## src/assert_macros.svh

```systemverilog
// assertion macros used by the top-level rtl file
// no dependencies
`ifndef ASSERT_MACROS_SVH
`define ASSERT_MACROS_SVH

// a implies b in the same cycle
`define ASSERT_IMPLY(lbl, clk, rst_n, a, b) \
	lbl: assert property (@(posedge clk) disable iff (!rst_n) (a) |-> (b)) \
		else $error("assertion failed");

// a implies b in the next cycle
`define ASSERT_NEXT(lbl, clk, rst_n, a, b) \
	lbl: assert property (@(posedge clk) disable iff (!rst_n) (a) |=> (b)) \
		else $error("assertion failed");

`endif

```

## src/lrce_pkg.sv

```systemverilog
// types, constants and color expansion helpers for the led ring color easer
// no dependencies
`default_nettype none
package lrce_pkg;

	localparam int MAX_LEDS = 24;
	localparam int IDX_W = 5;

	localparam logic [1:0] OP_PALETTE  = 2'd0;
	localparam logic [1:0] OP_PULSE    = 2'd1;
	localparam logic [1:0] OP_TICK     = 2'd2;
	localparam logic [1:0] OP_RESERVED = 2'd3;

	localparam logic [13:0] CEIL_Q16       = 14'd10486;
	localparam logic [15:0] PULSE_GAIN_Q16 = 16'd58982;
	localparam logic [11:0] EASE_Q16       = 12'd3932;
	localparam logic [14:0] DECAY_Q24      = 15'd26844;
	localparam logic [31:0] DECAY_CLEAR_MS = 32'd625;
	localparam logic [15:0] PULSE_FLOOR    = 16'd132;
	localparam logic [31:0] MIN_TICK_MS    = 32'd33;

	typedef struct packed {
		logic [1:0]  operation;
		logic [15:0] color;
		logic        palette_last;
		logic [15:0] brightness;
		logic [15:0] pulse_level;
		logic [31:0] now_ms;
	} in_t;

	typedef struct packed {
		logic [4:0] led_index;
		logic [7:0] red;
		logic [7:0] green;
		logic [7:0] blue;
		logic       frame_last;
	} out_t;

	typedef struct packed {
		logic [4:0] led_count;
		logic       ring_enabled;
	} cfg_t;

	// v*255*256/31 as v*2105 + floor(v*25/31), reciprocal with one correction
	function automatic logic [15:0] expand5(logic [4:0] v);
		logic [9:0]  y;
		logic [17:0] t;
		logic [4:0]  q;
		logic [9:0]  r;
		y = 10'(v) * 10'd25;
		t = 18'(y) * 18'd132;
		q = t[16:12];
		r = y - 10'(q) * 10'd31;
		if (r >= 10'd31) q = q + 5'd1;
		return 16'(v) * 16'd2105 + 16'(q);
	endfunction

	// v*255*256/63 as v*1036 + floor(v*12/63)
	function automatic logic [15:0] expand6(logic [5:0] v);
		logic [9:0]  y;
		logic [16:0] t;
		logic [3:0]  q;
		logic [9:0]  r;
		y = 10'(v) * 10'd12;
		t = 17'(y) * 17'd65;
		q = t[15:12];
		r = y - 10'(q) * 10'd63;
		if (r >= 10'd63) q = q + 4'd1;
		return 16'(v) * 16'd1036 + 16'(q);
	endfunction

endpackage
`default_nettype wire

```

## src/lrce_front.sv

```systemverilog
// front end: accepts input transactions, drops unknown operations, queues the rest
// depends on lrce_pkg
`default_nettype none
module lrce_front (
	input  wire logic          clk,
	input  wire logic          arst_n,
	input  wire logic          push,
	output logic               full,
	input  wire lrce_pkg::in_t in_item,
	output logic               cmd_valid,
	output lrce_pkg::in_t      cmd,
	input  wire logic          cmd_pop
);
	import lrce_pkg::*;

	in_t        slot_q [2];
	logic       wr_q;
	logic       rd_q;
	logic [1:0] cnt_q;
	logic       acc;
	logic       keep;

	assign full = (cnt_q == 2'd2);
	assign acc = push && !full;
	assign keep = acc && (in_item.operation != OP_RESERVED);
	assign cmd_valid = (cnt_q != 2'd0);
	assign cmd = slot_q[rd_q];

	always_ff @(posedge clk) begin
		if (keep) slot_q[wr_q] <= in_item;
	end

	always_ff @(posedge clk or negedge arst_n) begin
		if (!arst_n) begin
			wr_q <= 1'b0;
			rd_q <= 1'b0;
			cnt_q <= 2'd0;
		end else begin
			if (keep) wr_q <= !wr_q;
			if (cmd_pop) rd_q <= !rd_q;
			cnt_q <= cnt_q + 2'(keep) - 2'(cmd_pop);
		end
	end

endmodule
`default_nettype wire

```

## config.mk

```make
export PLATFORM = sky130hd
export DESIGN_NAME = lrce_front
export DESIGN_NICKNAME = d
export VERILOG_FILES = /design/src/assert_macros.svh /design/src/lrce_pkg.sv /design/src/lrce_front.sv
export SDC_FILE = /design/constraint.sdc
export NUM_CORES = 1
export LEC_CHECK = 0
export ABC_AREA = 1
export BUFFER_PORTS_ARGS = -buffer_cell sky130_fd_sc_hd__buf_2
export CORE_ASPECT_RATIO = 0.75
export CORE_MARGIN = 2
export CORE_UTILIZATION = 45
export DETAILED_ROUTE_END_ITERATION = 8
export HOLD_SLACK_MARGIN = 0.12
export PLACE_DENSITY = 0.71
export REMOVE_ABC_BUFFERS = 1
export SLEW_MARGIN = 20
export SYNTH_ARGS = -nofsm -noshare
export SYNTH_HDL_FRONTEND = slang
export SYNTH_SLANG_ARGS = --single-unit
```

## constraint.sdc

```tcl
create_clock -name clk -period 6.2 [get_ports clk]
set_input_delay 0.62 -clock clk [delete_from_list [all_inputs] [get_ports clk]]
set_output_delay 0.62 -clock clk [all_outputs]
set_load 0.05 [all_outputs]
```

==> flow_summary.yaml <==
global_routing:
  track_usage_pct: 15.2
  gr-total-overflow: 0
  grt_start_max_net_pins: 48
  grt_pass1_vias: 3274
  grt_antenna_before_repair: 1
  grt_pass1_wl_mm: 17.0
logic_synthesis:
  synth_area_leaders: "edfxtp_1 77%, mux2_4 14%, mux2_2 4.0%"
  synth_seq_area_share_pct: 78.7
  syn_area_um2: 6460
  synth_compound_area_share_pct: 0
  syn_area_per_cell_um2: 22.2
  synth_top_area_cell: "edfxtp_1"
  synth_mux_area_share_pct: 18.0
  synth_top_family_by_area: "multiplexers"
  ys_seq_elements: 170
  synth_cells: 291
  synth_xor_area_share_pct: 0.136
  synth_fa_ha_area_share_pct: 0.194
  yosys_warnings: 0
  ys_types: 13
  synthSimpleGateAreaFrac_pct: 1.30
  synth_top_area_share_pct: 77.1
power:
  vdd_ir_drop_max_mv: 0.357
  leakage_nw: 3.23
  p_total_mw: 4.36
  power.density_nw_per_um2: 538
critical_path:
  r2r_end: "slot_q[0][33]"
  crit_path_end_kind: "output port"
  rr_startpoint: "cnt_q[0]"
  critPathKind: "reg -> out"
  start_kind: "flip-flop"
  ff2ff_path_depth: 6
  ff2ff_setup_slack_ns: 3.83
  crit_arrival_ns: 2.70
  crit_fanout: 44
  cp.required_ns: 5.58
hold_path:
  hold_end: "slot_q[1][1]"
  min_path_cells: 1
  worstHoldPathType: "in -> reg"
  min_from: "in_item[1]"
timing:
  finalMaxSlewViolations: 0
  fin_crit_sh_pct: 53.5
  setup-tns-final_ns: 0
  final_hold_viol_count: 0
  rsz0062_at_grt: "false"
  setup_viol: 0
  tightest_slew_ns: 0.752
  finClkSkew_ns: 0.00827
  max_freq_mhz: 302
  slew_headroom_pct: 49.9
  setup_ws_ns: 2.88
  fin_crit_ns: 3.32
clocking:
  cts_buffer_depth: 2
  h-tree-depth: 4
  cts_made_buffers: 17
  cts_resized: 0
  clock_sinks: 170
  clk_pin_slew_worst_paths_ns: 0.06
  root_buffer: "clkbuf_16"
  worstSkewPairLatency_ns: 0.41
  cts_tree: "done"
cells_and_area:
  fin_nets: 566
  num_antenna_cells: 0
  drive_gt1_share_pct: 58.7
  syn2layout_area_growth_pct: 25.4
  fillers: 1050
  postLayoutCellArea_um2: 8100
placement:
  pre_cts_slack_ns: 3.09
  globalplace.congestion: 0.761
  place_area_um2: 7490
  hpwl_mm: 7.57
  io_buffers: 171
routing:
  routed_via_density: 4.85
  drc: 0
  firstDrtPassIters: 4
  drtIter0Drc: 151
  wirelength_mm: 11.4
  drtAntennaViolNets: 0
  num_vias: 3230
  wire_per_inst_um: 17.2
floorplan:
  die_h_um: 108
  initial_core_util_pct: 46.5
  fp.dieArea_um2: 15300
  num_rows: 37
  core_um2: 13900
  dieWidth_um: 142
  ios: 172
flow_run:
  drv_cap: 0
status:
  outcome: "finished, final reports clean"
==> registers in the layout, indices dropped and copies added (netlist names) <==
register	cells
slot_q	166
cnt_q	2
rd_q	1
wr_q	1
==> how the worst max path moves through the flow <==
| stage | startpoint | cells past startpoint | to | slack (ns) |
|---|---|---|---|---|
| finish | rd_q | 3 | cmd[0] | 2.88 |
| global route | rd_q | 3 | cmd[0] | 2.73 |
| CTS | rd_q | 3 | cmd[0] | 2.81 |
| detailed placement | in_item[81] | 5 | slot_q[1][63] | 3.09 |
| global placement | in_item[81] | 5 | slot_q[1][28] | 3.14 |
| floorplan | in_item[81] | 3 | slot_q[1][0] | 1.35 |
==> Yosys cell counts <==
cell,count
nand2_1,12
mux2_4,60
xor2_1,1
nor2_1,6
buf_2,2
buf_6,7
dfrtp_1,4
nand3_1,2
edfxtp_1,166
inv_1,6
nand4_1,1
mux2_2,23
ha_1,1
==> placed cells by master, fill, tap and decap left out, types with 2 or more instances in the layout <==
master,instances
bufinv_16,2
clkbuf_1,6
buf_4,3
mux2_2,23
buf_2,171
nand2_1,12
inv_1,6
clkbuf_16,17
dfrtp_1,3
nor2_1,4
nand3_1,2
edfxtp_1,166
clkinv_2,4
clkinvlp_4,2
mux2_4,60
nor2_4,2
==> report_power, final <==
part	leakage [nW]	total, mW	internal [mW]	switching (mW)
combinational	1.39	1.74	0.551	1.19
clock	0.268	0.996	0.601	0.395
sequential	1.57	1.62	1.50	0.119
total	3.23	4.36	2.65	1.70
==> routing by layer <==
metal	GRT usage (%)	wire, µm	part of all wire [%]	vias to the layer above
li1	-	-	-	1509
met2	22.9	5170	45	136
met4	6.36	162	1.4	2
met5	0	13	0.11	-
met1	19.3	5040	44	1568
met3	6.63	1060	9.3	15
==> critical path, stage by stage, from the launching register on <==
cell and delay (ns):
dfrtp_4 0.91, buf_4 0.71, mux2_2 0.42, buf_2 0.22
==> cell type report <==
type | count | area (µm²) | area share, %
Clock buffer | 24 | 462 | 5.70
Tap cell | 175 | 219 | 2.70
Clock inverter | 8 | 95.1 | 1.17
Multi-Input combinational cell | 106 | 1280 | 15.8
Timing Repair Buffer | 177 | 936 | 11.6
Inverter | 6 | 22.5 | 0.278
Sequential cell | 170 | 5090 | 62.8
==> cell families after synthesis <==
family / after synthesis
buffers and inverters: 15
muxes: 83
adders and majority gates: 1
xor gates and xnor gates: 1
DFF: 170
and+or+nand+nor: 21
==> timing repair <==
item                                   CTS  global route
buffers inserted                         0             0
hold buffers                             1             0
endpoints found under the hold margin    4             0
==> stage by stage <==
stage / util, % / std cells / hold WS (ns)
after CTS: 58.0 / 664 / 0.365
after floorplan: - / 282 / 0.324
final: 58.3 / 666 / 0.390
after global routing: 58.3 / 666 / 0.372
after global placement: 53.9 / 631 / 0.431
after detailed placement: 53.9 / 631 / 0.431
No activity file was read; power rests on OpenSTA's default activity.
